===== src/sv/lsop_pkg.sv =====
// shared types, constants and the arctangent table of the scan-to-points block
package lsop_pkg;

	localparam int CORDIC_STAGES = 16;
	localparam int ATAN_COUNT    = 24;

	localparam int RW  = 16;  // range width
	localparam int AW  = 16;  // binary angle width
	localparam int PW  = 24;  // point / pose width
	localparam int GW  = 30;  // gain constant width
	localparam int MW  = RW + GW;  // gain product width
	localparam int XW  = 36;  // cordic x/y width, 16 fraction bits
	localparam int ZW  = 34;  // residual angle width, 2^32 per circle
	localparam int SW  = 5;   // stage index width
	localparam int FW  = 16;  // fraction bits of x/y
	localparam int RDW = XW - FW + 1;  // rounded and negated width
	localparam int SUMW = PW + 2;

	localparam logic [GW-1:0] GAIN_Q30 = GW'(652032874);

	localparam int CFG_IW = 3;
	localparam int CFG_DW = 24;

	typedef enum logic [CFG_IW-1:0] {
		REG_RANGE_FLOOR    = 3'd0,
		REG_RANGE_CEILING  = 3'd1,
		REG_ANGLE_START    = 3'd2,
		REG_ANGLE_STEP     = 3'd3,
		REG_POSE_X         = 3'd4,
		REG_POSE_Y         = 3'd5,
		REG_OBSTACLE_LIMIT = 3'd6
	} cfg_reg_t;

	localparam logic [RW-1:0] OBSTACLE_LIMIT_RST = RW'(6144);

	typedef struct packed {
		logic [RW-1:0]        range_floor;
		logic [RW-1:0]        range_ceiling;
		logic [AW-1:0]        angle_start;
		logic [AW-1:0]        angle_step;
		logic signed [PW-1:0] pose_x;
		logic signed [PW-1:0] pose_y;
		logic [RW-1:0]        obstacle_limit;
	} cfg_t;

	// one cordic cell's hand-off to its neighbor
	typedef struct packed {
		logic                 valid;
		logic                 hit;
		logic                 flip;
		logic                 last;
		logic signed [XW-1:0] x;
		logic signed [XW-1:0] y;
		logic signed [ZW-1:0] z;
	} cell_t;

	// round(atan(2^-i) * 2^32 / (2 pi))
	function automatic logic [GW-1:0] atan_lut(input logic [SW-1:0] idx);
		logic [GW-1:0] v;
		case (idx)
			5'd0:  v = GW'(536870912);
			5'd1:  v = GW'(316933406);
			5'd2:  v = GW'(167458907);
			5'd3:  v = GW'(85004756);
			5'd4:  v = GW'(42667331);
			5'd5:  v = GW'(21354465);
			5'd6:  v = GW'(10679838);
			5'd7:  v = GW'(5340245);
			5'd8:  v = GW'(2670163);
			5'd9:  v = GW'(1335087);
			5'd10: v = GW'(667544);
			5'd11: v = GW'(333772);
			5'd12: v = GW'(166886);
			5'd13: v = GW'(83443);
			5'd14: v = GW'(41722);
			5'd15: v = GW'(20861);
			5'd16: v = GW'(10430);
			5'd17: v = GW'(5215);
			5'd18: v = GW'(2608);
			5'd19: v = GW'(1304);
			5'd20: v = GW'(652);
			5'd21: v = GW'(326);
			5'd22: v = GW'(163);
			5'd23: v = GW'(81);
			default: v = '0;
		endcase
		return v;
	endfunction

endpackage


===== src/sv/lsop_back.sv =====
// rounding, unfolding, pose offset, saturation and output register
module lsop_back (
	input  logic                           clk,
	input  logic                           arst_n,
	input  logic                           en,
	input  lsop_pkg::cell_t                cell_in,
	input  logic signed [lsop_pkg::PW-1:0] pose_x,
	input  logic signed [lsop_pkg::PW-1:0] pose_y,
	output logic                           valid,
	output logic                           is_obstacle,
	output logic signed [lsop_pkg::PW-1:0] point_x,
	output logic signed [lsop_pkg::PW-1:0] point_y,
	output logic                           scan_end
);

	localparam logic signed [lsop_pkg::XW-1:0] HALF = lsop_pkg::XW'(32768);
	localparam logic signed [lsop_pkg::SUMW-1:0] SAT_HI = lsop_pkg::SUMW'(8388607);
	localparam logic signed [lsop_pkg::SUMW-1:0] SAT_LO = -lsop_pkg::SUMW'(8388608);

	logic signed [lsop_pkg::XW-1:0]   xh;
	logic signed [lsop_pkg::XW-1:0]   yh;
	logic signed [lsop_pkg::RDW-1:0]  xr;
	logic signed [lsop_pkg::RDW-1:0]  yr;

	logic                             valid_s2;
	logic                             hit_s2;
	logic                             last_s2;
	logic signed [lsop_pkg::RDW-1:0]  x_s2;
	logic signed [lsop_pkg::RDW-1:0]  y_s2;

	logic signed [lsop_pkg::SUMW-1:0] sx;
	logic signed [lsop_pkg::SUMW-1:0] sy;

	logic                             valid_q;
	logic                             hit_q;
	logic                             last_q;
	logic signed [lsop_pkg::PW-1:0]   x_q;
	logic signed [lsop_pkg::PW-1:0]   y_q;

	function automatic logic signed [lsop_pkg::PW-1:0] sat(
		input logic signed [lsop_pkg::SUMW-1:0] v);
		logic signed [lsop_pkg::PW-1:0] r;
		if (v > SAT_HI) begin
			r = lsop_pkg::PW'(SAT_HI);
		end else if (v < SAT_LO) begin
			r = lsop_pkg::PW'(SAT_LO);
		end else begin
			r = lsop_pkg::PW'(v);
		end
		return r;
	endfunction

	assign xh = cell_in.x + HALF;
	assign yh = cell_in.y + HALF;
	assign xr = lsop_pkg::RDW'($signed(xh[lsop_pkg::XW-1:lsop_pkg::FW]));
	assign yr = lsop_pkg::RDW'($signed(yh[lsop_pkg::XW-1:lsop_pkg::FW]));

	assign sx = lsop_pkg::SUMW'(x_s2) + lsop_pkg::SUMW'(pose_x);
	assign sy = lsop_pkg::SUMW'(y_s2) + lsop_pkg::SUMW'(pose_y);

	always_ff @(posedge clk or negedge arst_n) begin
		if (!arst_n) begin
			valid_s2 <= 1'b0;
			valid_q  <= 1'b0;
		end else if (en) begin
			valid_s2 <= cell_in.valid;
			valid_q  <= valid_s2;
		end
	end

	always_ff @(posedge clk) begin
		if (en) begin
			hit_s2  <= cell_in.hit;
			last_s2 <= cell_in.last;
			x_s2    <= cell_in.flip ? -xr : xr;
			y_s2    <= cell_in.flip ? -yr : yr;
			hit_q   <= hit_s2;
			last_q  <= last_s2;
			// dropped samples report the origin
			x_q     <= hit_s2 ? sat(sx) : '0;
			y_q     <= hit_s2 ? sat(sy) : '0;
		end
	end

	assign valid       = valid_q;
	assign is_obstacle = hit_q;
	assign point_x     = x_q;
	assign point_y     = y_q;
	assign scan_end    = last_q;

endmodule


===== config.mk =====
export PLATFORM = sky130hd
export DESIGN_NAME = lsop_back
export DESIGN_NICKNAME = d
export VERILOG_FILES = /design/src/sv/lsop_pkg.sv /design/src/sv/lsop_back.sv
export SDC_FILE = /design/constraint.sdc
export NUM_CORES = 1
export LEC_CHECK = 0
export ABC_AREA = 1
export BUFFER_PORTS_ARGS = -buffer_cell sky130_fd_sc_hd__buf_4
export CAP_MARGIN = 20
export CORE_MARGIN = 5
export CORE_UTILIZATION = 55
export DETAILED_ROUTE_END_ITERATION = 6
export GPL_ROUTABILITY_DRIVEN = 1
export PLACE_DENSITY = 0.85
export SLEW_MARGIN = 10
export SYNTH_ARGS = -nofsm -noshare
export SYNTH_HDL_FRONTEND = slang
export SYNTH_SLANG_ARGS = --single-unit

===== constraint.sdc =====
create_clock -name clk -period 5.05 [get_ports clk]
set_clock_uncertainty 0.1 [all_clocks]
set_input_delay 0 -clock clk [delete_from_list [all_inputs] [get_ports clk]]
set_output_delay 0 -clock clk [all_outputs]
set_load 0.005 [all_outputs]

---- Word level (Yosys, flattened, before mapping) ----
Cells that the tools add are included.
word-level totals
  input port bits ......................... 161
  output and inout port bits .............. 51
  bits in registers ....................... 96
  word-level logic and storage cells ...... 31
cells by class
  muxes and demuxes ....................... 6
  magnitude comparators ................... 4
  bitwise gates (word level) .............. 1
  reductions and logical operators ........ 2
  add/sub/neg operators ................... 6
operator list
  operator                number
  $add 36x17->36 const B  2
  $add 21x24->25          2
  $gt 25x24->1 const B    2
  $lt 25x24->1 const B    2
  $mux 24                 2
  $mux 23                 2
  $mux 21                 2
  $neg 20->21             2
  $reduce_or 2->1         2
  $not 1->1               1

---- Longest topological paths before layout ----
  depth after elaboration ................. 4
  gate-level depth with buffers ........... 16
  gate-level depth less buffers ........... 15

---- Worst setup path before layout ----
No wires, ideal clock.
  kind .................................... flip-flop to flip-flop
  from .................................... reg y_s2[0] in the netlist's numbering
  to ...................................... reg y_q, in the netlist point_y[18] (data pin)
  stages on the path, launching flop included .. 15
  path buffers ............................ 1
  data arrival time ....................... 1.911 ns
  setup time .............................. 0.280 ns
  required time ........................... 4.670 ns
  setup slack ............................. 2.759 ns
  clock period less this slack ............ 2.291 ns
  path through ............................ edfxtp_1 > ha_1 > inv_1 > fa_1 > o21ai_2 > nand2_1 > nand2_1 > nand2_2 > nand3_2 > nand2_1 > nand2_1 > nand2_2 > buf_4 > nand2_1 > a21oi_2
on the way
  word-level cells in the longest chain between the ends .. 4
  elaborated cells between the ends (all ways) .. 5
  those cells by class .................... add/sub (1); order compare (2); mux (2)
ends and longest elaborated chain
  what                      RTL line         source
  start: declaration        lsop_back.sv:29  logic signed [lsop_pkg::RDW-1:0] y_s2;
  start signal: assignment  lsop_back.sv:76  y_s2 <= cell_in.flip ? -yr : yr;
  $add 21x24->25 *          lsop_back.sv:59  assign sy = lsop_pkg::SUMW'(y_s2) + lsop_pkg::SUMW'(pose_y);
  $lt 25x24->1              lsop_back.sv:45  end else if (v < SAT_LO) begin
  $mux 24                   lsop_back.sv:45
  $mux 23 *                 lsop_back.sv:43  if (v > SAT_HI) begin
  end signal: assignment    lsop_back.sv:81  y_q <= hit_s2 ? sat(sy) : '0;
  end: declaration          lsop_back.sv:38  logic signed [lsop_pkg::PW-1:0] y_q;
Mark *: on every way between the ends. The rest lies on a longest branch, timed or not.
A chain may end at the register's enable or synchronous reset.

---- Final worst setup path ----
  from .................................... reg y_s2[0] in the netlist's numbering
  to ...................................... reg y_q, in the netlist point_y[7] (data pin)
The elaborated chain is that of the path after synthesis.

==> out/metrics.cfg <==
[outcome]
status = finished clean

[synth]
synth_compound_area_share_pct = 9.78
avgSynthCellArea_um2 = 6.99
synth_cell_types = 38
synth-xor-area-share_pct = 5.79
netlist_area_mm2 = 0.00908
yosys.area.top_type = edfxtp_1
synthMuxAreaShare_pct = 0
synth-simple-area-share_pct = 37.2
yosysTopAreaCellShare_pct = 31.1
synthAdderAreaFrac_pct = 7.60
synth_fp_nets = 1514
yosys-top-cells-count = nand2_1 (471), inv_1 (159), nor2_1 (125)
ys_top_cells_by_area = edfxtp_1 (31%), nand2_1 (19%), ha_1 (7.2%), inv_1 (6.6%), nor2_1 (5.2%)
postSynthCellCount = 1299
yosys.cell_count.top_type = nand2_1
ys_ff_latch = 96
synthArstFlopShare_pct = 2.08
synth_edf_count = 94
synth_ff_type = edfxtp_1
ys_warn_count = 0
seq_area_frac_synth_pct = 31.6
synth_top_family_by_area = simple AND/OR/NAND/NOR gates

[global_route]
grt_pass1_wl_um = 36000
antenna_found_initial = 0
grt_usage_pct = 22.0
grt_pass1_vias = 7912
gr-total-overflow = 0
grt_max_degree = 99

[sta]
fmax_mhz = 366
drv_slew = 0
max_slew_margin_pct = 59.5
fin_setup_tns_ps = 0
finalCritPeriodShare_pct = 54.1
layout_min_cycle_time_ps = 2730
holdWs_ps = 10.6
rsz0062_at_grt = false
tightest_slew_ps = 606
final_hold_viol_count = 0
setup_viol = 0
fin_ws_ps = 2320

[die]
fp.dieW_um = 139
die-area_mm2 = 0.0192
num_rows = 47
core_mm2 = 0.0164
initial_core_util_pct = 55.4
io_pins = 212
die_h_um = 139

[detailed_routing]
firstDrtPassIters = 7
ant_nets = 0
drt-total-wl_um = 21300
drt_iter0_drc = 545
drc = 0
vias_per_cell = 5.12
dr_wl_met2_um = 9810
vias = 8564
wl_per_cell_um = 12.7
wl_met3_um = 1170
top_layer = met4
met1Wirelength_um = 9880

[worst_setup_path]
cp.required_ps = 5140
cp_max_fo = 23
crit_path_end_kind = register
startpoint_type = register
r2r_setup_slack_ps = 2320
arrival_ps = 2820
rr_worst_depth = 12
path_class = register to register

[clock_tree]
clockRootBuffer = clkbuf_16
numCtsBuffers = 9
cts_buffer_depth = 2
postCtsResizedCells = 0
cts_setup_buffers = 0
clock_latency_ps = 340
cts_tree = built
htreeDepth = 3
cts_sinks = 96
clkTransAtPathRegs_ps = 60

[placement]
port-buffer-count = 147
placed_cell_area_mm2 = 0.0103
dpl.hpwl_um = 17400
dp.cells = 1646
place_ws_ps = 2350
place.gp.congestion = 0.924

[power]
power_density_mw_per_mm2 = 266
power_leakage_nw = 5.29
vdd_ir_drop_max_mv = 0.140
power_mw = 2.87

[final_layout]
drive_above_1_share_pct = 18.4
n_antenna_cell = 0
stdcell_count = 1674
layout.nets = 1664
syn_to_final_growth_pct = 18.6
final_area_mm2 = 0.0108
utilization_pct = 65.7
multi_input_area_mm2 = 0.00548
final-seq-area_mm2 = 0.00287
fill_cells = 1489

[worst_hold_path]
holdPathStages = 5
hold_path_class = input port to register

[flow_run]
drv_cap = 0

-- routing by layer --
| layer | up-vias | global-route usage, % |
|---|---|---|
| met3 | 29 | 2.14 |
| li1 | 4511 | - |
| met5 | - | 0 |
| met1 | 3769 | 30.6 |
| met4 | 0 | 6.66 |
| met2 | 255 | 36.4 |
-- worst max-delay path: stages (launching register included) --
cell	delay, ps
edfxtp_1	360
ha_1	180
inv_1	60
fa_1	410
o21ai_2	250
nand2_1	80
nand2_1	170
nand2_2	100
nand3_2	90
nand2_1	60
nand2_2	90
nand3_4	310
a21oi_2	280
-- placed cells by master (no fill, tap or decap), types with 2 or more instances in the layout --
cell type	n
nor2_4	7
nor3_1	9
o21ai_2	2
o21ai_0	12
nand4_1	28
ha_1	52
inv_2	3
nand3_1	65
nand3_4	2
dlygate4sd3_1	10
nor2_2	10
nor3_2	4
and2_1	5
clkbuf_16	9
nand3b_1	8
a31oi_1	2
nor2_1	125
xnor2_1	24
clkinv_1	3
buf_4	147
nand2_1	471
nand3_2	9
inv_1	158
a21oi_2	40
a21oi_1	54
nand2_2	27
xor2_1	36
a21o_1	2
o21bai_1	21
edfxtp_1	94
fa_1	2
dfrtp_1	2
-- power breakdown --
part | leakage, nW | internal, mW | switching, mW | total [mW]
registers | 0.966 | 1.01 | 0.0337 | 1.05
clock network | 0.138 | 0.381 | 0.275 | 0.656
logic | 4.18 | 0.466 | 0.696 | 1.16
-- logic make-up after synthesis --
group	count (synthesis)
XOR/XNOR	60
adder cells (fa/ha/maj)	54
AND/OR/NAND/NOR	773
buffers and inverters	182
AO/OA/AOI/OAI	134
flip-flops	96
-- cell type report --
type	instances	share of cell area [%]
clock buffer	10	2.12
multi-input combinational	1021	50.9
timing repair buffer	159	11.6
sequential	96	26.7
clock inverter	6	0.546
tap	220	2.55
inverter	162	5.64
-- state kept, by name, indices dropped and copies added (netlist names) --
register / cells
scan_end: 1
point_y: 24
is_obstacle: 1
valid_s2: 1
y_s2: 21
hit_s2: 1
x_s2: 21
valid: 1
point_x: 24
last_s2: 1
-- worst paths after layout --
path | from | endpoint
worst max-delay path | y_s2[0] | point_y[7]
worst min-delay path | cell_in[104] | x_s2[18]
worst max register to register | y_s2[0] | point_y[7]
worst min register to register | last_s2 | scan_end
max in group asynchronous | arst_n | valid
min in group asynchronous | arst_n | valid_s2
-- repair_timing --
action | in CTS | in global routing
hold buffers | 10 | 0
endpoints found under the setup margin | 0 | 0
hold endpoints to repair | 10 | 0
Power figures use the tool's default switching activity.
