<file path="src/sv/lsop_pkg.sv">
// shared types, constants and the arctangent table of the scan-to-points block
package lsop_pkg;

	localparam int CORDIC_STAGES = 16;
	localparam int ATAN_COUNT    = 24;

	localparam int RW  = 16;  // range width
	localparam int AW  = 16;  // binary angle width
	localparam int PW  = 24;  // point / pose width
	localparam int GW  = 30;  // gain constant width
	localparam int MW  = RW + GW;  // gain product width
	localparam int XW  = 36;  // cordic x/y width, 16 fraction bits
	localparam int ZW  = 34;  // residual angle width, 2^32 per circle
	localparam int SW  = 5;   // stage index width
	localparam int FW  = 16;  // fraction bits of x/y
	localparam int RDW = XW - FW + 1;  // rounded and negated width
	localparam int SUMW = PW + 2;

	localparam logic [GW-1:0] GAIN_Q30 = GW'(652032874);

	localparam int CFG_IW = 3;
	localparam int CFG_DW = 24;

	typedef enum logic [CFG_IW-1:0] {
		REG_RANGE_FLOOR    = 3'd0,
		REG_RANGE_CEILING  = 3'd1,
		REG_ANGLE_START    = 3'd2,
		REG_ANGLE_STEP     = 3'd3,
		REG_POSE_X         = 3'd4,
		REG_POSE_Y         = 3'd5,
		REG_OBSTACLE_LIMIT = 3'd6
	} cfg_reg_t;

	localparam logic [RW-1:0] OBSTACLE_LIMIT_RST = RW'(6144);

	typedef struct packed {
		logic [RW-1:0]        range_floor;
		logic [RW-1:0]        range_ceiling;
		logic [AW-1:0]        angle_start;
		logic [AW-1:0]        angle_step;
		logic signed [PW-1:0] pose_x;
		logic signed [PW-1:0] pose_y;
		logic [RW-1:0]        obstacle_limit;
	} cfg_t;

	// one cordic cell's hand-off to its neighbor
	typedef struct packed {
		logic                 valid;
		logic                 hit;
		logic                 flip;
		logic                 last;
		logic signed [XW-1:0] x;
		logic signed [XW-1:0] y;
		logic signed [ZW-1:0] z;
	} cell_t;

	// round(atan(2^-i) * 2^32 / (2 pi))
	function automatic logic [GW-1:0] atan_lut(input logic [SW-1:0] idx);
		logic [GW-1:0] v;
		case (idx)
			5'd0:  v = GW'(536870912);
			5'd1:  v = GW'(316933406);
			5'd2:  v = GW'(167458907);
			5'd3:  v = GW'(85004756);
			5'd4:  v = GW'(42667331);
			5'd5:  v = GW'(21354465);
			5'd6:  v = GW'(10679838);
			5'd7:  v = GW'(5340245);
			5'd8:  v = GW'(2670163);
			5'd9:  v = GW'(1335087);
			5'd10: v = GW'(667544);
			5'd11: v = GW'(333772);
			5'd12: v = GW'(166886);
			5'd13: v = GW'(83443);
			5'd14: v = GW'(41722);
			5'd15: v = GW'(20861);
			5'd16: v = GW'(10430);
			5'd17: v = GW'(5215);
			5'd18: v = GW'(2608);
			5'd19: v = GW'(1304);
			5'd20: v = GW'(652);
			5'd21: v = GW'(326);
			5'd22: v = GW'(163);
			5'd23: v = GW'(81);
			default: v = '0;
		endcase
		return v;
	endfunction

endpackage

</file>
<file path="src/sv/lsop_front.sv">
// beam angle tracking, range gating, angle folding and gain multiply
module lsop_front (
	input  logic                            clk,
	input  logic                            arst_n,
	input  logic                            en,
	input  logic                            valid,
	input  logic [lsop_pkg::RW-1:0]         range_sample,
	input  logic                            last_sample,
	input  lsop_pkg::cfg_t                  cfg,
	output lsop_pkg::cell_t                 cell_out
);

	logic [lsop_pkg::AW-1:0] beam_angle_q;
	logic                    scan_first_q;
	logic [lsop_pkg::AW-1:0] angle;
	logic [lsop_pkg::AW-1:0] folded;
	logic                    flip;
	logic                    hit;

	logic                    valid_s1;
	logic                    hit_s1;
	logic                    flip_s1;
	logic                    last_s1;
	logic [lsop_pkg::MW-1:0] prod_s1;
	logic signed [lsop_pkg::ZW-1:0] z_s1;

	assign angle  = scan_first_q ? cfg.angle_start : beam_angle_q;
	// quadrants two and three rotate by a half circle, result negated later
	assign flip   = angle[lsop_pkg::AW-1] ^ angle[lsop_pkg::AW-2];
	assign folded = {angle[lsop_pkg::AW-1] ^ flip, angle[lsop_pkg::AW-2:0]};
	assign hit    = (range_sample >= cfg.range_floor) && (range_sample <= cfg.range_ceiling)
		&& (range_sample < cfg.obstacle_limit);

	always_ff @(posedge clk or negedge arst_n) begin
		if (!arst_n) begin
			beam_angle_q <= '0;
			scan_first_q <= 1'b1;
			valid_s1     <= 1'b0;
		end else if (en) begin
			valid_s1 <= valid;
			if (valid) begin
				beam_angle_q <= angle + cfg.angle_step;
				scan_first_q <= last_sample;
			end
		end
	end

	always_ff @(posedge clk) begin
		if (en) begin
			hit_s1  <= hit;
			flip_s1 <= flip;
			last_s1 <= last_sample;
			prod_s1 <= lsop_pkg::MW'(range_sample) * lsop_pkg::MW'(lsop_pkg::GAIN_Q30);
			z_s1    <= lsop_pkg::ZW'($signed({folded, 16'h0000}));
		end
	end

	always_comb begin
		cell_out.valid = valid_s1;
		cell_out.hit   = hit_s1;
		cell_out.flip  = flip_s1;
		cell_out.last  = last_s1;
		cell_out.x     = $signed(lsop_pkg::XW'(prod_s1[lsop_pkg::MW-1:14]));
		cell_out.y     = '0;
		cell_out.z     = z_s1;
	end

endmodule

</file>
<file path="config.mk">
export PLATFORM = sky130hd
export DESIGN_NAME = lsop_front
export DESIGN_NICKNAME = d
export VERILOG_FILES = /design/src/sv/lsop_pkg.sv /design/src/sv/lsop_front.sv
export SDC_FILE = /design/constraint.sdc
export NUM_CORES = 1
export LEC_CHECK = 0
export ABC_AREA = 1
export BUFFER_PORTS_ARGS = -buffer_cell sky130_fd_sc_hd__buf_2
export CAP_MARGIN = 25
export CORE_AREA = 8 8 180 217
export CTS_BUF_LIST = sky130_fd_sc_hd__clkbuf_8
export CTS_CLUSTER_SIZE = 28
export DETAILED_ROUTE_END_ITERATION = 8
export DIE_AREA = 0 0 188 225
export GPL_ROUTABILITY_DRIVEN = 1
export PLACE_DENSITY = 0.69
export SLEW_MARGIN = 5
export SYNTH_ARGS = -nofsm -noshare
export SYNTH_HDL_FRONTEND = slang
export SYNTH_SLANG_ARGS = --single-unit
</file>
<file path="constraint.sdc">
create_clock -name clk -period 4.1 [get_ports clk]
set_input_delay 0.82 -clock clk [delete_from_list [all_inputs] [get_ports clk]]
set_output_delay 0.82 -clock clk [all_outputs]
set_load 0.01 [all_outputs]
</file>
# == After elaboration in Yosys (flattened, before gate mapping) ==
# Cells that the tools add are included.
# totals
in_bits,149
ff_bits,82
output_inout_bits,110
# op_classes
mux,1
bitwise_logic,2
addsub,1
n_mul,1
magnitude_cmp,3
reduce_logical,3
# op_table
op,count
$mul 16x29->45 const B,1
$add 16x16->16,1
$ge 16x16->1,1
$le 16x16->1,1
$lt 16x16->1,1
$mux 16,1
$logic_and 1x1->1,2
$reduce_and 2->1,1
$xor 1x1->1,2

# == Logic depth before layout (Yosys ltp) ==
# Gate-level depths: netlist of the first run.
# logic_depth
word_depth,3
depth_mapped,26
ltp_nobuf,26

# == Worst setup path after synthesis of the first run ==
# Ideal clock, no wire load.
# synth_path
kind,input port to flip-flop
startpoint,in range_sample[13] in the netlist's numbering
endpoint,"reg prod_s1[36] in the netlist's numbering, data pin"
setup_slack_ns,-1.321
required_ns,3.848
arrival_time_ns,5.168
stages,23
cell_sequence,ha_1 buf_2 xor2_1 ha_1 a21oi_1 inv_1 fa_1 fa_1 fa_1 inv_1 fa_1 inv_1 ha_1 nand2_1 inv_1 nand2_1 nand3_1 a21oi_1 nor2_1 nor2_1 nand2_1 nand2_1 nand2_1
# synth_between
elab_chain_len,1
# synth_lines
element,line_no,rtl
"start, declared",lsop_front.sv:7,"input logic [lsop_pkg::RW-1:0] range_sample,"
$mul 16x29->45,lsop_front.sv:53,prod_s1 <= lsop_pkg::MW'(range_sample) * lsop_pkg::MW'(lsop_pkg::GAIN_Q30);
"end signal, assigned",lsop_front.sv:53,
"end, declared",lsop_front.sv:24,logic [lsop_pkg::MW-1:0] prod_s1;
# Every way passes these cells.
# A chain may end at the register's enable or synchronous reset.

# == Worst setup path after layout of the first run ==
# layout_path
startpoint,in range_sample[6] in the netlist's numbering
endpoint,"reg prod_s1[41] in the netlist's numbering, data pin"
# Same word-level chain as after synthesis.

==> results summary, run 1 <==
The number of antenna violations at the first check in global routing came out at 0. The initial utilization of the core area, before any placement, comes to 39.5%. The tree is rooted in a clkbuf_8. The final-report max-slew violation count came out at 0. The number of cell instances on the worst register-to-register path came out at 15. The reg-to-reg setup timing slack came out at approximately 1.4 ns.

The synthesized instance count came out at 1,772. The setup path with the least slack is of type input port to flop. In the routed design, unresolved DRC markers number 0. The final standard cell count with taps included and fillers excluded is approximately 2,600. The number of global-route vias before repair came to approximately 13,000. After Yosys synthesis, full adders, half adders and majority gates account for 44.0% of the synthesized area. The congestion estimate from routability-driven global placement came to 0.982. The area of the die came out at about 0.042 mm^2. The overall fraction of global-route tracks in use came out at between 10% and 20%. In this design, the largest share of critical-path delay is due to adder cells.

Summing the areas of all xor and xnor instances in the mapped netlist gives under 10% of the synthesized area. Relative to the synthesized area, the layout overhead comes to 33.5%. The final critical path takes up 128% of the cycle.

Summing every instance area after synthesis gives 0.0140 mm^2. The number of synthesized flops with an enable pin came out at 50. Headroom to the max-slew limit came out at around 54%. The top achievable clock speed is 191 MHz. The proportion of register bits with asynchronous set or reset after synthesis came out at between 20% and 30%. The worst-path maximum fanout is 6. The worst setup skew after layout is just over 0.009 ns. The met1 track demand over resource in global routing is a little over a fifth. The antenna violation net count after detailed routing is 0. Setup repair after global routing could not meet its margin everywhere. The actual slew at the worst max-slew pin came out at between 0.6 and 0.7 ns. The count of cell instances traversed by the critical path came out at 21. For met2 alone, demand over resource in global routing was between 30% and 40%. The peak per-stage delay on the critical path came out at between 0.5 and 0.6 ns. The largest net degree at the start of global routing came out at 52. The count of synthesis-stage warnings from yosys came out at 0.

The commonest non-fill, non-tap cell in the layout is inv_1. Counting stages on the worst path, the most repeated cell is fa_1. The launch instance of the worst register-to-register path is scan_first_q.

The total CTS buffers is 9. The proportion of layout cells with a drive suffix above 1 is 33.6%. The startpoint type of the worst setup path is an input port. The final hold slack came out at between 0.4 and 0.5 ns. The first global-routing pass estimated approximately 67,000 um of wire. Across the run, the number of max-cap violations was 0.

The via density per instance is ~4.7. Yosys mapped the design onto 40 distinct sky130hd cell types. STA classifies the critical path endpoint as a flop. The required time at the worst-slack endpoint came out at between 4 and 5 ns. Dividing the detail-routed wire length by the instance count gives 16.3 um. The detailed-router iteration count before antenna repair is 5. Sequential cells were found to cover 13.9% of the synthesized design area.

The clock sink count came out at slightly below 70. In this run, post-CTS hold repair placed 0 buffers. The net total in the final layout is roughly 2,700.

The worst slack at placement came out at -1.79 ns. The number of buffer cells added on primary ports came out at 154. 0 antenna diodes ended up in the layout. By area, the combinational part of the netlist is dominated by adder cells. The width of the chip is between 150 and 200 um. The number of cells after detailed placement is about 2,600. The clock insertion delay at the later pin of the skew report is 0.35 ns. Global routing consumed, on the met3 layer, roughly 2.4% of the routing resources.

The worst register-to-register path ends at beam_angle_q[14]. The total congestion overflow after global routing came out at 0. The deepest clock path buffer count came out at 2. The final hold violation count came to 0. After legalization and detailed placement, the total HPWL measured 37,400 um. The cell with the largest stage delay on the worst path is fa_1. Setup violations remaining at the end of the flow were counted as 32. Once routing completed, OpenROAD measured the worst setup slack at -1.13 ns. The boundary pin count is 259. The synthesized netlist devotes 5.33% of its cell area to compound gates.

Traced cell by cell, the critical path runs through buf_6 > ha_4 > inv_4 > fa_1 > buf_4 > fa_1 > fa_1 > inv_1 > fa_1 > inv_1 > fa_1 > inv_2 > ha_4 > nand2_4 > buf_4 > nor3_4 > nand3_2 > nand3_4 > nand2_2 > nand3_1 > nand2_1. The flow ran to the end, but the final reports show violations. The tightest min-delay check is of the input port to async pin type. Of the total synthesized cell area, the portion taken by AND, OR, NAND and NOR gates is 17.5%. For the finished layout, the period the worst path requires is about 5.2 ns. The global routing stage identified its most utilized layer as met2. The placeable core area is about 0.035 mm^2. The vias after detailed routing is between 10,000 and 15,000.

The floorplan die height came out at about 230 um. The number of standard-cell rows in the floorplan is 76. The checks that failed: negative setup slack. The DRC violation total after the first TritonRoute iteration came out at approximately 450. A synthesized cell averages between 7 and 8 um^2. After routing the design area is approximately 0.019 mm^2. The multiplexer fraction of the synthesized cell area came out at less than 1%. The flip-flop and latch count after synthesis came out at 68. The sum of routed wire length over all layers came out at around 42,000 um. The top cell types in the final layout, fill and taps aside, are inv_1 (425), nand2_1 (283), buf_4 (190), ha_1 (183), fa_1 (151).

The worst path arrival time came out at 5.34 ns. TritonCTS built the clock tree. The area of placed instances is around 0.017 mm^2. The clock transition at the registers of the reported paths came out at 0.07 ns. Among all flip-flop cells after synthesis, the most frequent one is edfxtp_1. The number of buffers and inverters on the critical path is 7. The level count of the clock H-tree came out at 3.
-- layout make-up --
class	instances	area, um^2
Tap cell	468	586
Clock inverter	6	75.1
Fill cell	3201	16700
Multi-Input combinational cell	1213	11600
Timing Repair Buffer	364	2590
Clock buffer	10	138
Inverter	476	1810
Sequential cell	68	1950
-- worst max path at each step --
stage / end / slack [ns] / from
floorplan: prod_s1[41] / -1.03 / range_sample[3]
global placement: prod_s1[45] / -1.72 / range_sample[4]
detailed placement: prod_s1[45] / -1.79 / range_sample[4]
CTS: prod_s1[23] / -1.11 / range_sample[5]
global route: prod_s1[31] / -1.22 / range_sample[4]
finish: prod_s1[41] / -1.13 / range_sample[6]
-- stage by stage --
stage                     utilization (%)  TNS, ns
final                                52.8   -32.59
after global routing                 52.8   -36.09
after CTS                            51.0   -32.49
after detailed placement             48.4   -49.91
after global placement               48.4   -48.22
after floorplan                         -   -29.81
-- kinds of logic (layout without fill, tap and decap cells) --
group / Yosys count / in the layout
adder cells (fa/ha/maj): 394 / 394
AND/OR/NAND/NOR: 583 / 583
other: 1 / 56
multiplexers: 8 / 8
XOR/XNOR: 36 / 36
flip-flops: 68 / 68
AO/OA/AOI/OAI: 136 / 136
buffers and inverters: 546 / 856
-- per-layer routing --
metal  up-vias  routed length (um)
met3       114                1720
met5         -                   0
met1      5786               16600
met4         0                2290
met2       418               21800
li1       5988                   -
-- state kept, by name (all words and copies together), names as in the netlist --
register / flops
hit_s1: 1
prod_s1: 32
valid_s1: 1
scan_first_q: 1
beam_angle_q: 16
z_s1: 15
last_s1: 1
flip_s1: 1
-- synthesized netlist by cell type, types with 17 or more instances --
cell type | instances | area, um^2
inv_1 | 471 | 1770
nand2_1 | 385 | 1450
ha_1 | 228 | 2850
fa_1 | 166 | 3320
nor2_1 | 79 | 297
a21oi_1 | 71 | 355
buf_4 | 63 | 473
nand3_1 | 56 | 280
edfxtp_1 | 50 | 1500
o21ai_0 | 36 | 180
xor2_1 | 20 | 175
dfrtp_1 | 17 | 425
-- repair_timing --
action / in CTS / in global routing
resized for setup: 171 / 145
endpoints found under the setup margin: 32 / 32
pin swaps: 73 / 96
buffers inserted: 8 / 15
Power of run 1 is not shown: default switching activity piles up to over one toggle a cycle in this logic, so the estimate is an artifact.
==> inputs of run 2 (changes only) <==
GPL_TIMING_DRIVEN = 0   (was not set)
==> results summary, run 2 (synthesis gave the netlist of run 1 again) <==
The checks that failed: negative setup slack. The worst-path maximum fanout is 6 (unchanged). Setup repair after global routing could not meet its margin everywhere. The library cells used most frequently in the layout, excluding fill and tap cells, are inv_1 (427), nand2_1 (302), ha_1 (184), fa_1 (152), buf_2 (141). The final hold violation count is 0 (unchanged). The width of the chip is 188 um (unchanged). The deepest clock path buffer count came out at 2 (unchanged). The placeable core area is 0.0355 mm^2 (unchanged). The proportion of layout cells with a drive suffix above 1 came out at 29.0% (-4.7 points). The level count of the clock H-tree came out at 3 (unchanged). The mean routed wirelength per cell is 15.9 um (-2.7%). The critical path class is input port to flop. The top achievable clock speed came to 190 MHz (-0.61%). The antenna cell count is 0 (unchanged). The part of the cycle the worst path needs is 128% (+0.78 points).

The number of antenna violations at the first check in global routing was 0 (unchanged). The normalized max-slew margin came out at 61.5% (+7.5 points). TritonCTS built the clock tree. The number of cell instances on the worst register-to-register path is 17 (+2).

The reg-to-reg setup timing slack is 1.11 ns (-0.25 ns). The core utilization of the finished layout is 50.5% (-2.3 points). The DRC violation total after the first TritonRoute iteration came out at 499 (+10%). The flip-flop count of the largest register, all copies and words added came to 32 (unchanged). prod_s1 holds more flip-flops than any other register. The worst setup path is launched from an input port. The clock period minus worst slack is 5.26 ns (+0.0319 ns). The worst path setup slack after routing came out at -1.16 ns (-0.0319 ns). The flow ran to the end, but the final reports show violations. The layout overhead on the synthesized area is 27.8%. The final total negative setup slack is -32.88 ns (-0.290 ns).

The via density per instance is 4.71 (-0.32%). The peak per-stage delay on the critical path came out at 0.60 ns (+0.08 ns). The starting density of the core was 39.5% (unchanged). The cell with the largest stage delay on the worst path is fa_1. The final-report setup violation count came to 32 (unchanged). The required time at the worst-slack endpoint was 4.22 ns (about the same).

The filler cell count in the final layout came out at 3,323 (+3.8%). The total congestion overflow after global routing came out at 0 (unchanged). The endpoint of the lowest-slack register-to-register path is beam_angle_q[14]. The clock insertion delay at the later pin of the skew report was 0.36 ns (about the same).

The clock transition at the registers of the reported paths is 0.08 ns (about the same). The worst slack at placement is -1.96 ns (-0.179 ns). The DRC violation count after routing was 0 (unchanged). The detailed-router iteration count before antenna repair is 6 (+1). The worst setup skew after layout is 0.00954 ns (+0.000425 ns).

The commonest non-fill, non-tap cell in the layout is inv_1. The number of buffer cells added on primary ports is 154 (unchanged). The sum of routed wire length over all layers came out at 39,900 um (-6.0%). The detailed placement HPWL is 34,400 um (-8.1%). The area of the die is 0.0423 mm^2 (unchanged).

The min-delay analysis places its worst path in the category input port to async pin. The largest registers in the layout are prod_s1 x32, beam_angle_q x16, z_s1 x15. The number of max-cap violations was 0 (unchanged).

The clock sink count is 68 (unchanged). The number of global-route vias before repair was 12,500 (-7.7%). The first-pass GRT wire length is 62,400 um (-7.5%). The cell at the root of the clock tree is clkbuf_8. The element type at the critical path end is a flop. The worst path arrival time came out at 5.38 ns (+0.04 ns). The antenna violation net count after detailed routing is 0 (unchanged). The most numerous cell type found on the critical path is fa_1. The critical path buffer and inverter count came to 4 (-3).

The final weighted congestion in routability-driven placement is 0.946 (-3.7%). The floorplan die height came to 225 um (unchanged). The total CTS buffers is 9 (unchanged).

The actual slew at the worst max-slew pin came out at 0.572 ns (-0.119 ns). The total area of sequential cells came to 0.00195 mm^2 (unchanged). Among cell families on the critical path, the largest total delay comes from adder cells.

The largest net degree at the start of global routing is 34 (-35%). The vias after detailed routing was 11,800 (-3.7%). The signal on the critical path passes through buf_16 > fa_2 > inv_2 > fa_1 > inv_2 > fa_1 > fa_1 > fa_1 > fa_2 > ha_4 > nand2_4 > nor2_4 > nand2_2 > clkinv_2 > nand4_1 > nand3_4 > nand2_2 > nand3_1 > nand2_1. The final-report max-slew violation count was 0 (unchanged). The boundary pin count came out at 259 (unchanged). The launch instance of the worst register-to-register path is scan_first_q. The overall fraction of global-route tracks in use came out at 18.4% (-1.4 points). The area of the multi-input gates is 0.0115 mm^2 (-0.90%). The net total in the final layout is 2,586 (-3.3%). The number of standard-cell rows in the floorplan is 76 (unchanged).
==> run 2: changes by cell type in the layout (fill, tap and decap cells not counted), sizes merged <==
cell | before | now
clkbuf | 10 | 12
clkinv | 1 | 5
buf | 364 | 272
clkinvlp | 1 | 3
inv | 478 | 473
==> run 2: worst max path at each step <==
stage / from / end / slack (ns) / depth (start not counted)
detailed placement: range_sample[5] / prod_s1[45] / -1.96 / 19
floorplan: range_sample[3] / prod_s1[41] / -1.03 / 20
finish: range_sample[5] / prod_s1[31] / -1.16 / 19
CTS: range_sample[5] / prod_s1[23] / -1.12 / 18
global placement: range_sample[5] / prod_s1[45] / -1.97 / 19
global route: range_sample[5] / prod_s1[39] / -1.28 / 23
==> run 2: metrics by stage <==
step | area, um^2 | hold slack (ns) | instances
after global routing | 17900 | 0.410 | 2516
after CTS | 17400 | 0.393 | 2497
after floorplan | 14900 | 0.445 | 1827
after global placement | 16200 | 0.460 | 2449
final | 17900 | 0.388 | 2516
after detailed placement | 16200 | 0.464 | 2450
==> run 2: area by class of cell <==
| class | count | share of cell area, % |
|---|---|---|
| Buffer | 69 | 2.87 |
| Clock inverter | 7 | 0.517 |
| Timing Repair Buffer | 206 | 7.67 |
| Tap cell | 468 | 3.27 |
| Inverter | 476 | 10.1 |
| Clock buffer | 9 | 0.691 |
| Sequential cell | 68 | 10.9 |
| Multi-Input combinational cell | 1213 | 64.0 |
==> run 2: layer usage <==
layer  track usage [%]  wire, um  up-vias  share of wire (%)
li1                  -         -     5837                  -
met1              20.7     16500     5570                 41
met2              34.5     20200      354                 51
met3              2.52      1500       87                3.8
met4              7.66      1690        0                4.2
met5                 0         0        -                  0
==> run 2: timing repair <==
action / in CTS / in global routing
buffers inserted: 32 / 19
pin swaps: 72 / 46
gates resized for setup: 169 / 112
hold buffers: 0 / 0
setup endpoints to repair: 32 / 32
==> run 2: worst register-to-register path, delay by kind of cell (launching register included) <==
| family | cells | cell delay, ns |
|---|---|---|
| simple gates | 10 | 0.90 |
| fa+ha+maj | 2 | 0.58 |
| compound gates | 1 | 0.12 |
| flops | 1 | 0.51 |
| buf+inv | 4 | 0.78 |
Power of run 2 is left out for the same reason.
