===== src/sv/lsop_pkg.sv =====
// shared types, constants and the arctangent table of the scan-to-points block
package lsop_pkg;

	localparam int CORDIC_STAGES = 16;
	localparam int ATAN_COUNT    = 24;

	localparam int RW  = 16;  // range width
	localparam int AW  = 16;  // binary angle width
	localparam int PW  = 24;  // point / pose width
	localparam int GW  = 30;  // gain constant width
	localparam int MW  = RW + GW;  // gain product width
	localparam int XW  = 36;  // cordic x/y width, 16 fraction bits
	localparam int ZW  = 34;  // residual angle width, 2^32 per circle
	localparam int SW  = 5;   // stage index width
	localparam int FW  = 16;  // fraction bits of x/y
	localparam int RDW = XW - FW + 1;  // rounded and negated width
	localparam int SUMW = PW + 2;

	localparam logic [GW-1:0] GAIN_Q30 = GW'(652032874);

	localparam int CFG_IW = 3;
	localparam int CFG_DW = 24;

	typedef enum logic [CFG_IW-1:0] {
		REG_RANGE_FLOOR    = 3'd0,
		REG_RANGE_CEILING  = 3'd1,
		REG_ANGLE_START    = 3'd2,
		REG_ANGLE_STEP     = 3'd3,
		REG_POSE_X         = 3'd4,
		REG_POSE_Y         = 3'd5,
		REG_OBSTACLE_LIMIT = 3'd6
	} cfg_reg_t;

	localparam logic [RW-1:0] OBSTACLE_LIMIT_RST = RW'(6144);

	typedef struct packed {
		logic [RW-1:0]        range_floor;
		logic [RW-1:0]        range_ceiling;
		logic [AW-1:0]        angle_start;
		logic [AW-1:0]        angle_step;
		logic signed [PW-1:0] pose_x;
		logic signed [PW-1:0] pose_y;
		logic [RW-1:0]        obstacle_limit;
	} cfg_t;

	// one cordic cell's hand-off to its neighbor
	typedef struct packed {
		logic                 valid;
		logic                 hit;
		logic                 flip;
		logic                 last;
		logic signed [XW-1:0] x;
		logic signed [XW-1:0] y;
		logic signed [ZW-1:0] z;
	} cell_t;

	// round(atan(2^-i) * 2^32 / (2 pi))
	function automatic logic [GW-1:0] atan_lut(input logic [SW-1:0] idx);
		logic [GW-1:0] v;
		case (idx)
			5'd0:  v = GW'(536870912);
			5'd1:  v = GW'(316933406);
			5'd2:  v = GW'(167458907);
			5'd3:  v = GW'(85004756);
			5'd4:  v = GW'(42667331);
			5'd5:  v = GW'(21354465);
			5'd6:  v = GW'(10679838);
			5'd7:  v = GW'(5340245);
			5'd8:  v = GW'(2670163);
			5'd9:  v = GW'(1335087);
			5'd10: v = GW'(667544);
			5'd11: v = GW'(333772);
			5'd12: v = GW'(166886);
			5'd13: v = GW'(83443);
			5'd14: v = GW'(41722);
			5'd15: v = GW'(20861);
			5'd16: v = GW'(10430);
			5'd17: v = GW'(5215);
			5'd18: v = GW'(2608);
			5'd19: v = GW'(1304);
			5'd20: v = GW'(652);
			5'd21: v = GW'(326);
			5'd22: v = GW'(163);
			5'd23: v = GW'(81);
			default: v = '0;
		endcase
		return v;
	endfunction

endpackage


===== src/sv/lsop_cell.sv =====
// one cordic rotation step, registered toward the next cell
module lsop_cell (
	input  logic                    clk,
	input  logic                    arst_n,
	input  logic                    en,
	input  logic [lsop_pkg::SW-1:0] stage,
	input  lsop_pkg::cell_t         cell_in,
	output lsop_pkg::cell_t         cell_out
);

	logic signed [lsop_pkg::XW-1:0] xs;
	logic signed [lsop_pkg::XW-1:0] ys;
	logic signed [lsop_pkg::ZW-1:0] at;
	logic                           up;

	logic                           valid_q;
	logic                           hit_q;
	logic                           flip_q;
	logic                           last_q;
	logic signed [lsop_pkg::XW-1:0] x_q;
	logic signed [lsop_pkg::XW-1:0] y_q;
	logic signed [lsop_pkg::ZW-1:0] z_q;

	assign xs = cell_in.x >>> stage;
	assign ys = cell_in.y >>> stage;
	assign at = $signed(lsop_pkg::ZW'(lsop_pkg::atan_lut(stage)));
	assign up = !cell_in.z[lsop_pkg::ZW-1];

	always_ff @(posedge clk or negedge arst_n) begin
		if (!arst_n) begin
			valid_q <= 1'b0;
		end else if (en) begin
			valid_q <= cell_in.valid;
		end
	end

	always_ff @(posedge clk) begin
		if (en) begin
			hit_q  <= cell_in.hit;
			flip_q <= cell_in.flip;
			last_q <= cell_in.last;
			x_q    <= up ? cell_in.x - ys : cell_in.x + ys;
			y_q    <= up ? cell_in.y + xs : cell_in.y - xs;
			z_q    <= up ? cell_in.z - at : cell_in.z + at;
		end
	end

	always_comb begin
		cell_out.valid = valid_q;
		cell_out.hit   = hit_q;
		cell_out.flip  = flip_q;
		cell_out.last  = last_q;
		cell_out.x     = x_q;
		cell_out.y     = y_q;
		cell_out.z     = z_q;
	end

endmodule


===== config.mk =====
export PLATFORM = sky130hd
export DESIGN_NAME = lsop_cell
export DESIGN_NICKNAME = d
export VERILOG_FILES = /design/src/sv/lsop_pkg.sv /design/src/sv/lsop_cell.sv
export SDC_FILE = /design/constraint.sdc
export NUM_CORES = 1
export LEC_CHECK = 0
export ABC_AREA = 1
export ABC_CLOCK_PERIOD_IN_PS = 1400
export BUFFER_PORTS_ARGS = -buffer_cell sky130_fd_sc_hd__buf_2
export CORE_ASPECT_RATIO = 1.25
export CORE_MARGIN = 8
export CORE_UTILIZATION = 50
export DETAILED_ROUTE_END_ITERATION = 10
export GPL_TIMING_DRIVEN = 1
export HOLD_SLACK_MARGIN = 0.06
export PLACE_DENSITY = 0.75
export SYNTH_ARGS = -nofsm -noshare
export SYNTH_HDL_FRONTEND = slang
export SYNTH_SLANG_ARGS = --single-unit

===== constraint.sdc =====
create_clock -name clk -period 1.4 [get_ports clk]
set_input_delay 0.28 -clock clk [delete_from_list [all_inputs] [get_ports clk]]
set_output_delay 0.28 -clock clk [all_outputs]
set_load 0.01 [all_outputs]

==> results of run 1 <==
## per-layer routing
layer | overflow | GRT usage
met5 | 0 | 0.430
met4 | 200 | 0.900
met3 | 28 | 0.748
met2 | 364 | 0.966
met1 | 12 | 0.786
## logic make-up after synthesis
group	synth area share
buffers and inverters	0.0902
muxes	0.000697
AOI/OAI and AO/OA	0.122
adders and majority gates	0.0928
xor gates and xnor gates	0.0933
and+or+nand+nor	0.397
DFF	0.204
## through the flow
step | hold slack [ns] | area, µm² | setup slack, ns | TNS, ns
4_1_cts | 0.120 | 26500 | -2.56 | -215.26
3_5_place_dp | 0.0644 | 23800 | -3.37 | -279.10
3_3_place_gp | 0.0545 | 23800 | -3.39 | -268.57
2_1_floorplan | -0.0156 | 16600 | -2.73 | -196.44
## repair_timing
action / 4_1_cts
pin swaps: 110
setup endpoints to repair: 106
endpoints found under the hold margin: 4
buffers inserted: 51
gates cloned: 7
gates resized for setup: 403
hold buffers: 4
==> results by group, run 1 <==
Placed design
  • Routability Congestion: 1.04
  • Dpl hpwl: 59900 µm
  • Placed cells: 3935
  • I/O Buffers: 227

Synth
  • Yosys warnings: 0
  • Commonest cells in the netlist: nand2_1, nand3_1, inv_1
  • Share of the synthesized area in the top cell type: 0.203
  • Post-synth EDFFs: 109
  • Post-synth top area cell: edfxtp_1
  • Number of register bits inferred by synthesis: 110
  • Asr flop ratio synth: 0.00909
  • Main synth FF type: edfxtp_1
  • Post-Syn Area: 16200 µm²
  • Synth Area per Inst: 6.21 µm²
  • Synth area leaders: edfxtp_1, nand2_1, nand3_1
  • Count leader, synth: nand2_1
  • Post-synthesis cell type count: 53
  • Syn nets: 2839
  • Post-Synthesis Cells: 2603
  • Seq/Total Area, Yosys: 0.204

Die
  • Die Y: 217 µm
  • Die X: 177 µm
  • Initial core utilization: 0.508
  • Core Rows: 73
  • IO Pins: 228

Global route
  • Largest net degree at the start of global routing: 46
  • Gr usage total: 0.834
  • Grt ovf: 604

Outcome
  • Failing step: global routing
  • Status: aborted with a tool error
  • Err: [ERROR GRT-0232] Routing congestion too high. Check the congestion heatmap in the GUI.

STA
  • Worst ep type: register input
  • Post-GRT worst EP: z_q[27]$_DFFE_PP_/D

Clock network
  • Number of buffers created by CTS: 9
  • Clock Path Buffers: 2
  • Number of H-tree levels: 3
  • Clock Sinks: 110
  • CTS Root Buffer Type: clkbuf_16
==> run 2: changes to the inputs <==
--- a/config.mk
+++ b/config.mk
@@ -8,13 +8,11 @@
 export ABC_AREA = 1
 export ABC_CLOCK_PERIOD_IN_PS = 1400
 export BUFFER_PORTS_ARGS = -buffer_cell sky130_fd_sc_hd__buf_2
-export CORE_ASPECT_RATIO = 1.25
 export CORE_MARGIN = 8
-export CORE_UTILIZATION = 50
+export CORE_UTILIZATION = 35
 export DETAILED_ROUTE_END_ITERATION = 10
 export GPL_TIMING_DRIVEN = 1
-export HOLD_SLACK_MARGIN = 0.06
-export PLACE_DENSITY = 0.75
+export PLACE_DENSITY_LB_ADDON = 0.15
 export SYNTH_ARGS = -nofsm -noshare
 export SYNTH_HDL_FRONTEND = slang
 export SYNTH_SLANG_ARGS = --single-unit
==> run 2 against run 1 <==
The flow now finishes, with violations (setup timing). Synthesized area unchanged. Synthesized cell count unchanged.
==> results by group, run 2 <==
STA
  • Final Max Slew Viols: 0
  • Fmax: 251 MHz
  • Final Hold Violating Endpoints: 0
  • Worst Skew: 0 ns
  • Final min period: 3.99 ns
  • Final setup viols: 105
  • Period utilisation layout: 2.85
  • Worst-margin pin slew: 0.461 ns
  • Relative slew slack: 0.688
  • Setup ws final: -2.59 ns
  • Unrepaired setup endpoints after global routing: yes

Finish
  • Most frequent cells in the layout: buf_4, nand2_1, nand3_1
  • Layout cells sized above 1: 0.551
  • Most common cell after layout, fill and taps aside: buf_4
  • Nets: 3936
  • Biggest regs: x_q: 36 flops, y_q: 36 flops, z_q: 34 flops
  • Area grow syn2layout: 86.4%
  • Final core occ: 0.662
  • Fin cells: 4307

Route
  • WL per Instance: 18.7 µm
  • DRT iter0 DRCs: 1451
  • Via count: 22372
  • Drt first pass iters: 5
  • Post-Route WL: 80700 µm
  • DRC viols: 0
  • Vias per Instance: 5.19
  • Post-route ant nets: 0

Synth
  • Post-synth top area cell: edfxtp_1 (unchanged)
  • Seq/Total Area, Yosys: 0.204 (unchanged)
  • Commonest cells in the netlist: nand2_1, nand3_1, inv_1 (unchanged)
  • Syn nets: 2839 (unchanged)
  • Yosys warnings: 0 (unchanged)
  • Asr flop ratio synth: 0.00909 (unchanged)
  • Number of register bits inferred by synthesis: 110 (unchanged)
  • Main synth FF type: edfxtp_1 (unchanged)
  • Post-synth EDFFs: 109 (unchanged)
  • Post-Syn Area: 16200 µm² (unchanged)
  • Count leader, synth: nand2_1 (unchanged)
  • Synth area leaders: edfxtp_1, nand2_1, nand3_1 (unchanged)
  • Post-Synthesis Cells: 2603 (unchanged)
  • Share of the synthesized area in the top cell type: 0.203 (unchanged)
  • Post-synthesis cell type count: 53 (unchanged)
  • Synth Area per Inst: 6.21 µm² (unchanged)

Die
  • Initial core utilization: 0.355 (was 0.508)
  • Die Y: 231 µm (was 217 µm)
  • Core area: 45500 µm²
  • Die X: 231 µm (was 177 µm)
  • Full die area: 53300 µm²
  • IO Pins: 228 (unchanged)
  • Core Rows: 78 (was 73)

Global route
  • Largest net degree at the start of global routing: 60
  • Met1 layer usage reported by global route: 0.360
  • Initial antenna violation count: 3
  • Met2 usage: 0.475
  • Met3 Usage GRT: 0.0277
  • Number of global-route vias before repair: 21875
  • First-pass GRT wire length: 118000 µm
  • Gr usage total: 0.277
  • Grt ovf: 0
  • Top Usage Layer GRT: met2

Critical path
  • Critical path arrival: 4.16 ns
  • CP required: 1.57 ns
  • CP Launch Type: primary input
  • CP endpoint kind: flop
  • Buf+Inv Stages, Crit Path: 10
  • Worst path top cell family by delay: simple AND/OR/NAND/NOR gates
  • Slowest cell delay on critical path: 0.26 ns
  • CP most frequent cell: nand2_1
  • Critical path class: primary input to flop
  • Slowest CP cell: ha_4
  • Worst-path fanout max: 6

Clock network
  • CTS Root Buffer Type: clkbuf_16 (unchanged)
  • Number of H-tree levels: 3 (unchanged)
  • Number of buffers created by CTS: 9 (unchanged)
  • Clk_lat worst skew: 0.40 ns
  • Clock Sinks: 110 (unchanged)
  • Clock-pin transition on the worst setup and hold timing paths: 0.09 ns
  • CTS tree: yes
  • Clock Path Buffers: 2 (unchanged)

Min path
  • Min-Delay Path Class: primary input to flop

Pwr
  • VDD IR-drop max: 0.770 mV
  • Cell Pwr Density: 892 nW/µm²
  • Leak Pwr: 14.6 nW
  • Total power: 26.9 mW

Placed design
  • Placed cells: 4135 (was 3935)
  • Dpl hpwl: 60900 µm (was 59900 µm)
  • Routability Congestion: 0.981 (was 1.04)
  • I/O Buffers: 227 (unchanged)

Flow run
  • Max Cap Violations: 0

Outcome
  • Failing checks: setup timing
  • Status: complete, but fails checks (was aborted with a tool error)
-- run 2: power by group --
| group | switching [mW] | leakage, nW | internal [mW] |
|---|---|---|---|
| sequential | 0.200 | 1.08 | 4.89 |
| clock | 1.51 | 0.143 | 1.40 |
| combinational | 9.77 | 13.4 | 9.10 |
| total | 11.5 | 14.6 | 15.4 |
-- run 2: per-layer routing --
metal | vias to the layer above | routed length [µm]
met4 | 0 | 3410
li1 | 10895 | -
met3 | 197 | 3900
met2 | 698 | 38600
met5 | - | 0
met1 | 10582 | 34800
-- run 2: per-stage QoR --
step | TNS, ns | worst slack (ns) | hold slack (ns) | cell area [µm²]
2_1_floorplan | -196.44 | -2.73 | -0.0156 | 16600
3_3_place_gp | -272.13 | -3.84 | 0.0544 | 24200
3_5_place_dp | -274.70 | -3.89 | 0.0570 | 24200
4_1_cts | -200.07 | -2.48 | 0.0360 | 27400
5_1_grt | -225.03 | -2.73 | 0.0505 | 30100
6_report | -209.88 | -2.59 | 0.0539 | 30100
-- run 2: worst paths after layout --
| check | startpoint | end | slack (ns) | cells past startpoint |
|---|---|---|---|---|
| max | stage[0] | y_q[32]$_DFFE_PP_ | -2.59 | 33 |
| max in group asynchronous | arst_n | valid_q$_DFFE_PN0P_ | 1.13 | 2 |
| min reg2reg | valid_q$_DFFE_PN0P_ | valid_q$_DFFE_PN0P_ | 0.51 | 1 |
| min | cell_in[108] | hit_q$_DFFE_PP_ | 0.05 | 1 |
| max reg2reg | valid_q$_DFFE_PN0P_ | valid_q$_DFFE_PN0P_ | 0.66 | 1 |
| min in group asynchronous | arst_n | valid_q$_DFFE_PN0P_ | 0.19 | 2 |
-- run 2: logic make-up after synthesis --
logic type / share of synthesized area
DFF: 0.204
and+or+nand+nor: 0.397
AOI/OAI and AO/OA: 0.122
muxes: 0.000697
buffers and inverters: 0.0902
adders and majority gates: 0.0928
xor gates and xnor gates: 0.0933
-- run 2: layout make-up --
type / instances / area (µm²)
multi-input combinational: 2153 / 15600
fill: 4008 / 15400
clock inverter: 6 / 68.8
timing repair buffer: 1177 / 9190
inverter: 249 / 957
sequential: 110 / 3300
tap: 600 / 751
clock buffer: 9 / 225
antenna: 3 / 7.51
-- run 2: what timing repair did --
action,CTS,global route
pin swaps,147,240
endpoints found under the hold margin,1,0
endpoints found under the setup margin,106,106
gates cloned,10,8
hold buffers,1,0
buffers inserted,75,66
resized for setup,489,522
Power figures use the tool's default switching activity.
==> run 3: changes to the inputs <==
--- a/config.mk
+++ b/config.mk
@@ -10,6 +10,7 @@
 export BUFFER_PORTS_ARGS = -buffer_cell sky130_fd_sc_hd__buf_2
 export CORE_MARGIN = 8
 export CORE_UTILIZATION = 35
+export CTS_BUF_LIST = sky130_fd_sc_hd__clkbuf_8
 export DETAILED_ROUTE_END_ITERATION = 10
 export GPL_TIMING_DRIVEN = 1
 export PLACE_DENSITY_LB_ADDON = 0.15
==> run 3 against run 2 <==
The flow still finishes with violations (setup timing). Routed wire length up 2.3%. Hold slack worse by 0.016 ns. Sequential share of layout area down 0.40 points. Sequential cell count unchanged. Die area unchanged. Sequential power about the same. Highest routed layer unchanged. Critical path depth down 6. Count of clock-buffer cells in the layout unchanged. Power up 0.44%.
==> results by group, run 3 (synthesized netlist as in run 2, its figures left out) <==
Outcome
  • Status: complete, but fails checks (unchanged)
  • Failing checks: setup timing (unchanged)

Route
  • Met2 wire length: 39400 µm (was 38600 µm)
  • Post-Route M1 WL: 35100 µm (was 34800 µm)
  • Metal3 WL: 4320 µm (was 3900 µm)
  • Uppermost layer routed: met4 (unchanged)
  • DRC viols: 0 (unchanged)
  • DRT iter0 DRCs: 1377 (was 1451)
  • Post-route ant nets: 0 (unchanged)
  • Drt first pass iters: 6 (was 5)
  • Post-Route WL: 82600 µm (was 80700 µm)
  • WL per Instance: 19.0 µm (was 18.7 µm)
  • Via count: 22659 (was 22372)
  • Vias per Instance: 5.23 (was 5.19)

Die
  • Initial core utilization: 0.355 (unchanged)
  • Full die area: 53300 µm² (unchanged)
  • IO Pins: 228 (unchanged)
  • Die Y: 231 µm (unchanged)
  • Core area: 45500 µm² (unchanged)
  • Core Rows: 78 (unchanged)
  • Die X: 231 µm (unchanged)

Placed design
  • Routability Congestion: 0.981 (unchanged)
  • DP Area: 24200 µm² (unchanged)
  • I/O Buffers: 227 (unchanged)
  • Dpl hpwl: 60900 µm (unchanged)
  • Post-Place Worst Slack: -3.89 ns (unchanged)

STA
  • Unrepaired setup endpoints after global routing: yes (unchanged)
  • Final Max Slew Viols: 0 (unchanged)
  • Final Hold Violating Endpoints: 0 (unchanged)
  • Hold slack: 0.0374 ns (was 0.0539 ns)
  • Worst Skew: 0 ns (unchanged)
  • Final setup viols: 105 (unchanged)
  • Period utilisation layout: 2.75 (was 2.85)
  • Final min period: 3.85 ns (was 3.99 ns)
  • Worst-margin pin slew: 0.471 ns (was 0.461 ns)
  • Fmax: 260 MHz (was 251 MHz)
  • Relative slew slack: 0.681 (was 0.688)
  • Setup ws final: -2.45 ns (was -2.59 ns)

Finish
  • Most common cell after layout, fill and taps aside: buf_4 (unchanged)
  • # fillers: 3825 (was 4008)
  • Nets: 3965 (was 3936)
  • Layout cells sized above 1: 0.586 (was 0.551)
  • Area taken by multi-input logic gates: 16400 µm² (was 15600 µm²)
  • Most frequent cells in the layout: buf_4, nand2_1, buf_2 (was buf_4, nand2_1, nand3_1)
  • Biggest regs: x_q: 36 flops, y_q: 36 flops, z_q: 34 flops (unchanged)
  • Area grow syn2layout: 93.5% (was 86.4%)
  • Final instance area: 31200 µm² (was 30100 µm²)
  • Seq. cell area: 3300 µm² (unchanged)

Global route
  • First-pass GRT wire length: 119000 µm (was 118000 µm)
  • Grt ovf: 0 (unchanged)
  • Number of global-route vias before repair: 22167 (was 21875)
  • Largest net degree at the start of global routing: 60 (unchanged)
  • Initial antenna violation count: 3 (unchanged)
  • Gr usage total: 0.279 (was 0.277)

Clock network
  • Clock-pin transition on the worst setup and hold timing paths: 0.11 ns (was 0.09 ns)
  • Number of buffers created by CTS: 9 (unchanged)
  • Clock Path Buffers: 2 (unchanged)
  • Number of H-tree levels: 3 (unchanged)
  • CTS tree: yes (unchanged)
  • Clock Sinks: 110 (unchanged)
  • CTS Root Buffer Type: clkbuf_8 (was clkbuf_16)
  • Clk_lat worst skew: 0.47 ns (was 0.40 ns)

Pwr
  • Total power: 27.0 mW (was 26.9 mW)
  • VDD IR-drop max: 0.780 mV (was 0.770 mV)
  • Cell Pwr Density: 864 nW/µm² (was 892 nW/µm²)
  • Leak Pwr: 15.1 nW (was 14.6 nW)

Flow run
  • Max Cap Violations: 0 (unchanged)

Critical path
  • Reg2reg start: valid_q$_DFFE_PN0P_ (unchanged)
  • Critical path class: primary input to flop (unchanged)
  • CP Launch Type: primary input (unchanged)
  • Worst-path fanout max: 8 (was 6)
  • CP Launch Point: stage[1] (was stage[0])
  • Reg-to-reg slack, setup: 0.66 ns (about the same)
  • Critical Path End: x_q[35]$_DFFE_PP_ (was y_q[32]$_DFFE_PP_)
  • CP endpoint kind: flop (unchanged)
  • RR Endpoint: valid_q$_DFFE_PN0P_ (unchanged)
  • CP required: 1.63 ns (was 1.57 ns)
  • R2R depth: 1 (unchanged)
  • Critical path arrival: 4.09 ns (was 4.16 ns)

Min path
  • Min-Delay Path Class: primary input to flop (unchanged)
## run 3: cell types whose count changed in the layout (fill, tap and decap cells not counted), sizes merged
cell and change:
inv +2, buf +23, bufbuf +1, clkbuf +2, clkinv -2, dlygate4sd3 +3
## run 3: worst min-delay path by stage
stage,depth (start not counted),endpoint,from,slack [ns]
after floorplan,0,valid_q$_DFFE_PN0P_,arst_n,-0.02
after global placement,1,valid_q$_DFFE_PN0P_,arst_n,0.05
after detailed placement,1,valid_q$_DFFE_PN0P_,arst_n,0.06
after CTS,2,valid_q$_DFFE_PN0P_,cell_in[109],0.009
after global routing,2,valid_q$_DFFE_PN0P_,cell_in[109],0.05
final,2,valid_q$_DFFE_PN0P_,cell_in[109],0.04
## run 3: worst max-delay path, stage by stage
cell and delay [ns]:
buf_8 0.12, inv_8 0.07, buf_12 0.14, buf_8 0.14, buf_16 0.15, nand3_1 0.13
nand3_1 0.12, nand3_1 0.17, buf_4 0.19, nand3_1 0.12, nand2_1 0.11, nor2_1 0.15
nand2_2 0.10, nor2_4 0.13, nand3_2 0.14, nand2_4 0.11, xor2_1 0.18, ha_1 0.29
a21o_1 0.20, a31oi_2 0.21, o221ai_1 0.19, a21oi_2 0.20, nand3_4 0.11, a21oi_2 0.15
inv_1 0.05, nand3_1 0.07, nand2_1 0.05
## run 3: repair_timing
action,in CTS,in global routing
endpoints found under the setup margin,105,106
cloned,11,8
pin swaps,214,317
endpoints found under the hold margin,4,0
resized for setup,594,622
buffers inserted,92,87
hold buffers,4,0
## run 3: per-stage QoR
step,std cells,TNS (ns),utilization
floorplan,2603,-196.44,-
global placement,4135,-272.13,0.532
detailed placement,4135,-274.70,0.532
CTS,4254,-191.62,0.612
global route,4335,-217.41,0.687
finish,4336,-201.84,0.687
## run 3: final cells by class
class,instances,area share
clock buffers,9,0.00396
diodes,3,0.000240
multi-input cells,2153,0.526
well taps,600,0.0240
inverters,249,0.0308
repair buffers,1206,0.307
clock inverters,6,0.00220
flip-flops and latches,110,0.106
## run 3: routing by layer
layer | up-vias | track usage
met1 | 10730 | 0.359
li1 | 10937 | -
met2 | 783 | 0.474
met4 | 0 | 0.108
met3 | 209 | 0.0310
met5 | - | 0
## run 3: power breakdown
part / switching (mW) / internal (mW)
logic: 10.1 / 9.51
clock network: 1.44 / 0.834
registers: 0.199 / 4.88
